===== src/sv/olre_pkg.sv =====
// olre_pkg: shared constants, request and status codes, and the ram request
// struct for the ordered record list engine. no dependencies.
package olre_pkg;

   localparam int CAPACITY   = 64;
   localparam int NAME_BYTES = 8;

   localparam int TYPE_W  = 2;
   localparam int POS_W   = 8;
   localparam int NAME_W  = 64;
   localparam int AGE_W   = 8;
   localparam int STAT_W  = 2;
   localparam int FOUND_W = 7;
   localparam int OCNT_W  = 7;

   localparam int IDX_W  = $clog2(CAPACITY);
   localparam int CNT_W  = $clog2(CAPACITY + 1);
   localparam int CMP_W  = (CNT_W > POS_W) ? CNT_W : POS_W;
   localparam int DATA_W = NAME_W + AGE_W;

   localparam logic [NAME_W-1:0] NAME_MASK = {NAME_W{1'b1}} >> (NAME_W - 8 * NAME_BYTES);
   localparam logic [FOUND_W-1:0] NONE_IDX = {FOUND_W{1'b1}};

   localparam logic [TYPE_W-1:0] OP_INSERT = 2'd0;
   localparam logic [TYPE_W-1:0] OP_DELETE = 2'd1;
   localparam logic [TYPE_W-1:0] OP_LOCATE = 2'd2;
   localparam logic [TYPE_W-1:0] OP_SORTED = 2'd3;

   localparam logic [STAT_W-1:0] ST_OK      = 2'd0;
   localparam logic [STAT_W-1:0] ST_BAD_POS = 2'd1;
   localparam logic [STAT_W-1:0] ST_FULL    = 2'd2;

   typedef struct packed {
      logic              we;
      logic [IDX_W-1:0]  waddr;
      logic [DATA_W-1:0] wdata;
      logic              re;
      logic [IDX_W-1:0]  raddr;
   } ram_req_type;

endpackage


===== src/sv/ordered_record_list_engine.sv =====
// ordered_record_list_engine: top level, bounded record list with positional
// and sorted insert, delete and locate. depends on olre_pkg, olre_ram, olre_seq.
//
//   channel   direction  handshake             payload
//   req       in         req_valid/req_stall   req_type, req_position,
//                                              req_name_key, req_age
//   rsp       out        rsp_valid/rsp_stall   rsp_status, rsp_found_index,
//                                              rsp_entry_count
//
// one transaction at a time; the record ram has a single read port and the
// walk touches one entry per cycle, so a transaction's length grows with the
// number of entries moved or searched.
// reset clears the entry count, the state and rsp_valid; the ram is not cleared.
// rsp is registered, so a new req is taken while a response waits on stall.
module ordered_record_list_engine (
   input  logic                                clock,
   input  logic                                reset,
   input  logic                                req_valid,
   output logic                                req_stall,
   input  logic [olre_pkg::TYPE_W-1:0]         req_type,
   input  logic [olre_pkg::POS_W-1:0]          req_position,
   input  logic [olre_pkg::NAME_W-1:0]         req_name_key,
   input  logic [olre_pkg::AGE_W-1:0]          req_age,
   output logic                                rsp_valid,
   input  logic                                rsp_stall,
   output logic [olre_pkg::STAT_W-1:0]         rsp_status,
   output logic signed [olre_pkg::FOUND_W-1:0] rsp_found_index,
   output logic [olre_pkg::OCNT_W-1:0]         rsp_entry_count
);
   import olre_pkg::*;

   ram_req_type       ram_req;
   logic [DATA_W-1:0] ram_rd_data;

   olre_seq u_seq (
      .clock           (clock),
      .reset           (reset),
      .req_valid       (req_valid),
      .req_stall       (req_stall),
      .req_type        (req_type),
      .req_position    (req_position),
      .req_name_key    (req_name_key),
      .req_age         (req_age),
      .rsp_valid       (rsp_valid),
      .rsp_stall       (rsp_stall),
      .rsp_status      (rsp_status),
      .rsp_found_index (rsp_found_index),
      .rsp_entry_count (rsp_entry_count),
      .ram_req         (ram_req),
      .ram_rd_data     (ram_rd_data)
   );

   olre_ram #(
      .WIDTH (DATA_W),
      .DEPTH (CAPACITY)
   ) u_ram (
      .clock   (clock),
      .wr_en   (ram_req.we),
      .wr_addr (ram_req.waddr),
      .wr_data (ram_req.wdata),
      .rd_en   (ram_req.re),
      .rd_addr (ram_req.raddr),
      .rd_data (ram_rd_data)
   );

endmodule


===== src/sv/olre_ram.sv =====
// olre_ram: generic simple dual-port ram, one write and one registered read
// port. no dependencies.
module olre_ram #(
   parameter int WIDTH = 8,
   parameter int DEPTH = 16
) (
   input  logic                     clock,
   input  logic                     wr_en,
   input  logic [$clog2(DEPTH)-1:0] wr_addr,
   input  logic [WIDTH-1:0]         wr_data,
   input  logic                     rd_en,
   input  logic [$clog2(DEPTH)-1:0] rd_addr,
   output logic [WIDTH-1:0]         rd_data
);

   logic [WIDTH-1:0] mem_ff [DEPTH];
   logic [WIDTH-1:0] rd_data_ff;

   always_ff @(posedge clock) begin
      if (wr_en) begin
         mem_ff[wr_addr] <= wr_data;
      end
      if (rd_en) begin
         rd_data_ff <= mem_ff[rd_addr];
      end
   end

   assign rd_data = rd_data_ff;

endmodule


===== src/sv/olre_seq.sv =====
// olre_seq: request sequencer; walks the record ram one entry per cycle to
// shift, search or place records. depends on olre_pkg.
module olre_seq (
   input  logic                            clock,
   input  logic                            reset,
   input  logic                            req_valid,
   output logic                            req_stall,
   input  logic [olre_pkg::TYPE_W-1:0]     req_type,
   input  logic [olre_pkg::POS_W-1:0]      req_position,
   input  logic [olre_pkg::NAME_W-1:0]     req_name_key,
   input  logic [olre_pkg::AGE_W-1:0]      req_age,
   output logic                            rsp_valid,
   input  logic                            rsp_stall,
   output logic [olre_pkg::STAT_W-1:0]     rsp_status,
   output logic signed [olre_pkg::FOUND_W-1:0] rsp_found_index,
   output logic [olre_pkg::OCNT_W-1:0]     rsp_entry_count,
   output olre_pkg::ram_req_type           ram_req,
   input  logic [olre_pkg::DATA_W-1:0]     ram_rd_data
);
   import olre_pkg::*;

   localparam logic [1:0] S_IDLE = 2'd0;
   localparam logic [1:0] S_LOOP = 2'd1;
   localparam logic [1:0] S_WKEY = 2'd2;
   localparam logic [1:0] S_FIN  = 2'd3;

   logic [1:0]         state_ff, state_in;
   logic [TYPE_W-1:0]  op_ff, op_in;
   logic [POS_W-1:0]   pos_ff, pos_in;
   logic [NAME_W-1:0]  key_ff, key_in;
   logic [AGE_W-1:0]   age_ff, age_in;
   logic [CNT_W-1:0]   count_ff, count_in;
   logic [IDX_W-1:0]   pend_ff, pend_in;
   logic [IDX_W-1:0]   kpos_ff, kpos_in;
   logic [STAT_W-1:0]  status_ff, status_in;
   logic [FOUND_W-1:0] found_ff, found_in;

   logic               rsp_valid_ff, rsp_valid_in;
   logic [STAT_W-1:0]  rsp_status_ff, rsp_status_in;
   logic [FOUND_W-1:0] rsp_found_ff, rsp_found_in;
   logic [OCNT_W-1:0]  rsp_count_ff, rsp_count_in;

   logic [CMP_W-1:0]   req_pos_c, cnt_c, pos_c, pend_c;
   logic [CNT_W-1:0]   pend_next_cnt;
   logic [NAME_W-1:0]  rd_name;
   logic [AGE_W-1:0]   rd_age;
   logic [NAME_W-1:0]  req_key_m;
   logic               rsp_free;

   assign req_pos_c     = CMP_W'(req_position);
   assign cnt_c         = CMP_W'(count_ff);
   assign pos_c         = CMP_W'(pos_ff);
   assign pend_c        = CMP_W'(pend_ff);
   assign pend_next_cnt = CNT_W'(pend_ff) + CNT_W'(1);
   assign rd_name       = ram_rd_data[DATA_W-1:AGE_W];
   assign rd_age        = ram_rd_data[AGE_W-1:0];
   assign req_key_m     = req_name_key & NAME_MASK;
   assign rsp_free      = !rsp_valid_ff || !rsp_stall;

   assign req_stall = (state_ff != S_IDLE);

   always_comb begin
      state_in  = state_ff;
      op_in     = op_ff;
      pos_in    = pos_ff;
      key_in    = key_ff;
      age_in    = age_ff;
      count_in  = count_ff;
      pend_in   = pend_ff;
      kpos_in   = kpos_ff;
      status_in = status_ff;
      found_in  = found_ff;
      ram_req   = '0;

      rsp_valid_in  = rsp_valid_ff && rsp_stall;
      rsp_status_in = rsp_status_ff;
      rsp_found_in  = rsp_found_ff;
      rsp_count_in  = rsp_count_ff;

      case (state_ff)
         S_IDLE: begin
            if (req_valid) begin
               op_in     = req_type;
               pos_in    = req_position;
               key_in    = req_key_m;
               age_in    = req_age;
               status_in = ST_OK;
               found_in  = NONE_IDX;
               state_in  = S_FIN;
               case (req_type)
                  OP_INSERT: begin
                     if (req_pos_c > cnt_c) begin
                        status_in = ST_BAD_POS;
                     end else if (count_ff >= CNT_W'(CAPACITY)) begin
                        status_in = ST_FULL;
                     end else if (req_pos_c == cnt_c) begin
                        kpos_in  = IDX_W'(req_position);
                        state_in = S_WKEY;
                     end else begin
                        ram_req.re    = 1'b1;
                        ram_req.raddr = IDX_W'(count_ff - CNT_W'(1));
                        pend_in       = IDX_W'(count_ff - CNT_W'(1));
                        state_in      = S_LOOP;
                     end
                  end
                  OP_DELETE: begin
                     if (req_pos_c >= cnt_c) begin
                        status_in = ST_BAD_POS;
                     end else if (req_pos_c + CMP_W'(1) == cnt_c) begin
                        count_in = count_ff - CNT_W'(1);
                     end else begin
                        ram_req.re    = 1'b1;
                        ram_req.raddr = IDX_W'(req_pos_c + CMP_W'(1));
                        pend_in       = IDX_W'(req_pos_c + CMP_W'(1));
                        state_in      = S_LOOP;
                     end
                  end
                  OP_LOCATE: begin
                     if (count_ff != '0) begin
                        ram_req.re    = 1'b1;
                        ram_req.raddr = '0;
                        pend_in       = '0;
                        state_in      = S_LOOP;
                     end
                  end
                  default: begin
                     if (count_ff >= CNT_W'(CAPACITY)) begin
                        status_in = ST_FULL;
                     end else if (count_ff == '0) begin
                        kpos_in  = '0;
                        state_in = S_WKEY;
                     end else begin
                        ram_req.re    = 1'b1;
                        ram_req.raddr = IDX_W'(count_ff - CNT_W'(1));
                        pend_in       = IDX_W'(count_ff - CNT_W'(1));
                        state_in      = S_LOOP;
                     end
                  end
               endcase
            end
         end
         // read and write addresses never coincide while walking, so the
         // ram needs no forwarding
         S_LOOP: begin
            case (op_ff)
               OP_DELETE: begin
                  ram_req.we    = 1'b1;
                  ram_req.waddr = pend_ff - IDX_W'(1);
                  ram_req.wdata = ram_rd_data;
                  if (pend_next_cnt == count_ff) begin
                     count_in = count_ff - CNT_W'(1);
                     state_in = S_FIN;
                  end else begin
                     ram_req.re    = 1'b1;
                     ram_req.raddr = pend_ff + IDX_W'(1);
                     pend_in       = pend_ff + IDX_W'(1);
                  end
               end
               OP_LOCATE: begin
                  if (rd_name == key_ff && rd_age == age_ff) begin
                     found_in = FOUND_W'(pend_ff);
                     state_in = S_FIN;
                  end else if (pend_next_cnt == count_ff) begin
                     state_in = S_FIN;
                  end else begin
                     ram_req.re    = 1'b1;
                     ram_req.raddr = pend_ff + IDX_W'(1);
                     pend_in       = pend_ff + IDX_W'(1);
                  end
               end
               default: begin
                  // insert and sorted insert walk down from the top entry
                  if (op_ff == OP_INSERT || rd_name > key_ff) begin
                     ram_req.we    = 1'b1;
                     ram_req.waddr = pend_ff + IDX_W'(1);
                     ram_req.wdata = ram_rd_data;
                     if (pend_ff == '0 || (op_ff == OP_INSERT && pend_c == pos_c)) begin
                        kpos_in  = pend_ff;
                        state_in = S_WKEY;
                     end else begin
                        ram_req.re    = 1'b1;
                        ram_req.raddr = pend_ff - IDX_W'(1);
                        pend_in       = pend_ff - IDX_W'(1);
                     end
                  end else begin
                     kpos_in  = pend_ff + IDX_W'(1);
                     state_in = S_WKEY;
                  end
               end
            endcase
         end
         S_WKEY: begin
            ram_req.we    = 1'b1;
            ram_req.waddr = kpos_ff;
            ram_req.wdata = {key_ff, age_ff};
            count_in      = count_ff + CNT_W'(1);
            state_in      = S_FIN;
         end
         default: begin
            if (rsp_free) begin
               rsp_valid_in  = 1'b1;
               rsp_status_in = status_ff;
               rsp_found_in  = found_ff;
               rsp_count_in  = OCNT_W'(count_ff);
               state_in      = S_IDLE;
            end
         end
      endcase
   end

   always_ff @(posedge clock) begin
      if (reset) begin
         state_ff     <= S_IDLE;
         count_ff     <= '0;
         rsp_valid_ff <= 1'b0;
      end else begin
         state_ff     <= state_in;
         count_ff     <= count_in;
         rsp_valid_ff <= rsp_valid_in;
      end
   end

   always_ff @(posedge clock) begin
      op_ff         <= op_in;
      pos_ff        <= pos_in;
      key_ff        <= key_in;
      age_ff        <= age_in;
      pend_ff       <= pend_in;
      kpos_ff       <= kpos_in;
      status_ff     <= status_in;
      found_ff      <= found_in;
      rsp_status_ff <= rsp_status_in;
      rsp_found_ff  <= rsp_found_in;
      rsp_count_ff  <= rsp_count_in;
   end

   assign rsp_valid       = rsp_valid_ff;
   assign rsp_status      = rsp_status_ff;
   assign rsp_found_index = rsp_found_ff;
   assign rsp_entry_count = rsp_count_ff;

endmodule


===== config.mk =====
export PLATFORM = sky130hd
export DESIGN_NAME = ordered_record_list_engine
export DESIGN_NICKNAME = d
export VERILOG_FILES = /design/src/sv/olre_pkg.sv /design/src/sv/ordered_record_list_engine.sv /design/src/sv/olre_ram.sv /design/src/sv/olre_seq.sv
export SDC_FILE = /design/constraint.sdc
export NUM_CORES = 2
export LEC_CHECK = 0
export BUFFER_PORTS_ARGS = -buffer_cell sky130_fd_sc_hd__buf_2
export CAP_MARGIN = 20
export CORE_MARGIN = 10
export CORE_UTILIZATION = 25
export DETAILED_ROUTE_END_ITERATION = 12
export PLACE_DENSITY_LB_ADDON = 0.3
export REMOVE_ABC_BUFFERS = 1
export SLEW_MARGIN = 25
export SYNTH_ARGS = -nofsm -noshare
export SYNTH_HDL_FRONTEND = slang
export SYNTH_HIERARCHICAL = 1
export SYNTH_MEMORY_MAX_BITS = 65536
export SYNTH_SLANG_ARGS = --single-unit

===== constraint.sdc =====
create_clock -name clock -period 22.2 [get_ports clock]
set_input_delay 2.22 -clock clock [delete_from_list [all_inputs] [get_ports clock]]
set_output_delay 2.22 -clock clock [all_outputs]
set_load 0.02 [all_outputs]

==> run_results.csv <==
group,metric,value,unit
timing,slew_violations,0,
grt,gr-usage-met1,20.35,%
timing,setup_viol,0,
grt,met2_usage,24.84,%
timing,fmax,100.5,MHz
setup_path,worst_ep_required_time,22990,ps
logic_synthesis,yosysUniqueCellTypes,84,
timing,worst_pin_slew,1147,ps
detailed_routing,ant_nets,0,
floorplan,start_util,25.08,%
detailed_routing,drt_iter0_drc,12848,
timing,hold_viol,0,
grt,use_met3,2.815,%
setup_path,endpoint_kind,"register",
logic_synthesis,ys_async_sr_fraction,0,%
grt,first_global_vias,96333,
timing,max_slew_margin,23.51,%
detailed_routing,routedWlPerCell,31.69,microns
run,maxCapViolations,0,
detailed_routing,vias,95340,
cts,numCtsBuffers,520,
setup_path,critical_path.startpoint_type,"register",
outcome,outcome,"finished clean",
cells_and_area,postLayoutCoreUtil,29.22,%
floorplan,die_width,882.0,microns
cells_and_area,stdcell_area,216400,sq um
cts,ctsResizeCount,0,
detailed_routing,via_per_inst,4.949,
grt,busiest_layer,"met2",
cts,hold_buffers,0,
hold_path,hold_path_class,"reg -> reg",
cells_and_area,layout-drive-gt1-share,26.06,%
cts,clk_path_buf_depth,4,
floorplan,ios,104,
logic_synthesis,synth_edf_count,4799,
pwr,vdd_drop_max,0.08297,mV
timing,setup_tns,0,ps
grt,antenna_found_initial,63,
logic_synthesis,avgSynthCellArea,21.93,sq um
floorplan,core-area,740500,sq um
placement,dp_hpwl,327300,microns
floorplan,std_cell_rows,316,
logic_synthesis,ys_warn_count,6,
logic_synthesis,netlist_area,185800,sq um
logic_synthesis,synthCells,8469,
placement,dpl_cell_area,199800,sq um
floorplan,dieArea,777900,sq um
cts,htreeDepth,6,
grt,grt_pass1_wl,829000,microns
timing,fin_crit_sh,44.82,%
cts,cts_root_buf,"clkbuf_16",
timing,period_needed,9950,ps
setup_path,worstPathMaxFanout,103,
setup_path,worstSetupPathType,"reg -> reg",
timing,rsz0062_at_grt,"false",
pwr,p_leak,64.23,nW
logic_synthesis,ys.flop_type,"edfxtp_1",
floorplan,die_y,882.0,microns
pwr,powerDensity,110.6,nW/um^2
pwr,total_power,23.92,mW
timing,setup_slack,12250,ps
cts,cts.sink_count,4809,
cts,cts_setup_buffers,0,
detailed_routing,routed_wl,610600,microns
timing,skew,43.34,ps
placement,dp_slack,12300,ps
placement,port_buffers,103,
setup_path,cp.arrival,10740,ps
grt,grt.overflow.total,0,
logic_synthesis,ys_ff_latch,4809,
logic_synthesis,ys_seq_area_share,77.69,%
detailed_routing,drc,0,
placement,routabilityCongestion,0.8298,
cells_and_area,layout.nets,9120,
detailed_routing,first_pass_iters,6,
cts,worstSkewPairLatency,1070,ps
cts,clkTransAtPathRegs,60,ps
cts,tritoncts,"built",
cells_and_area,syn_to_final_growth,16.48,%
grt,grt_max_degree,107,
grt,grtUsageTotal,15.17,%
-- report_power, final --
group	total [mW]	internal, mW	switching, mW
combinational	4.84	1.76	3.08
clock	8.39	4.83	3.57
sequential	10.7	10.5	0.194
total	23.9	17.1	6.84
-- cell type report --
type | instances | area (sq um)
Clock inverter | 271 | 2472
Multi-Input combinational cell | 3061 | 39400
Antenna cell | 69 | 172.7
Sequential cell | 4809 | 144300
Clock buffer | 645 | 13740
Fill cell | 71607 | 524200
Inverter | 114 | 435.4
Timing Repair Buffer | 439 | 3500
Tap cell | 9858 | 12330
-- worst max-delay path: stages (launching register included) --
cell and delay (ps):
edfxtp_1 470, inv_1 80, ha_1 580, nand4_1 430
and4bb_1 620, and4_1 300, o41ai_1 80, and3_1 410
nor2_1 730, nand2_1 370, o211ai_1 390, buf_12 630
buf_4 820, buf_4 690, buf_4 830, buf_4 700
mux4_2 400, nor2b_1 140, a211oi_1 320, o22ai_1 220
and3_1 190
-- worst paths after layout --
| kind | startpoint | cells past startpoint | end | slack, ps |
|---|---|---|---|---|
| max | u_seq/key_ff[56]$_DFFE_PP_ | 20 | u_ram/rd_data[4]$_DFFE_PP_ | 12250 |
| min | u_seq/status_ff[0]$_DFFE_PP_ | 0 | u_seq/rsp_status[0]$_DFFE_PP_ | 420 |
| max reg2reg | u_seq/key_ff[56]$_DFFE_PP_ | 20 | u_ram/rd_data[4]$_DFFE_PP_ | 12250 |
| min reg2reg | u_seq/status_ff[0]$_DFFE_PP_ | 0 | u_seq/rsp_status[0]$_DFFE_PP_ | 420 |
-- per-layer routing --
metal / part of all wire, % / up-vias
met2: 48 / 4727
met3: 8.3 / 985
met5: 0.010 / -
li1: - / 36896
met1: 40 / 52722
met4: 3.4 / 10
-- stage by stage --
step,hold WS (ps),std cells
after detailed placement,404.5,18277
after CTS,416.8,19193
after floorplan,400.3,7984
final,416.6,19266
after global routing,424.2,19233
after global placement,404.4,18269
-- cell families (layout without fill, tap and decap cells) --
| kind of cell | count (synthesis) | after routing | synth area share, % |
|---|---|---|---|
| flops | 4809 | 4809 | 77.69 |
| mux | 1308 | 1308 | 14.81 |
| simple gates | 968 | 968 | 2.621 |
| compound gates | 646 | 646 | 2.532 |
| buf+inv | 599 | 1469 | 1.499 |
| fa+ha+maj | 89 | 89 | 0.5995 |
| xor+xnor | 50 | 50 | 0.2506 |
| other cells | 0 | 69 | 0 |
-- cell usage after synthesis, drive strengths merged, types with 68 or more instances --
library cell / instances / area, sq um
inv: 113 / 424.2
nand2: 252 / 945.9
o21ai: 68 / 340.3
a22oi: 144 / 1081
nand3: 219 / 1101
clkbuf: 188 / 709.4
mux2i: 154 / 1541
ha: 89 / 1114
buf: 297 / 1647
edfxtp: 4799 / 144100
o22ai: 105 / 656.9
nand4: 114 / 713.2
a22o: 77 / 674.4
mux4: 1152 / 25940
nor2: 159 / 599.3
-- registers in the layout (all words and copies together) (netlist names), 7 cells and up --
register               flops
u_seq/pos_c                8
u_seq/found_ff             7
u_seq/count_ff             7
u_ram/rd_data             72
u_seq/rsp_found_index      7
u_seq/age_ff               8
u_seq/rsp_entry_count      7
u_ram/mem_ff            4608
u_seq/key_ff              64
-- placed cells by master (no fill, tap or decap), drive strengths merged, types with 37 or more instances in the layout --
cell type / count
buf: 439
or2: 41
clkinv: 194
o21ai: 68
diode: 69
xnor2: 38
nor2: 159
mux2i: 154
a22oi: 144
nand4: 114
or3: 39
mux4: 1152
a22o: 77
o221ai: 49
nand2: 252
nand3: 219
o22ai: 105
ha: 89
clkbuf: 645
bufinv: 37
inv: 142
edfxtp: 4799
a21oi: 41
No activity file was read; power rests on OpenSTA's default activity.
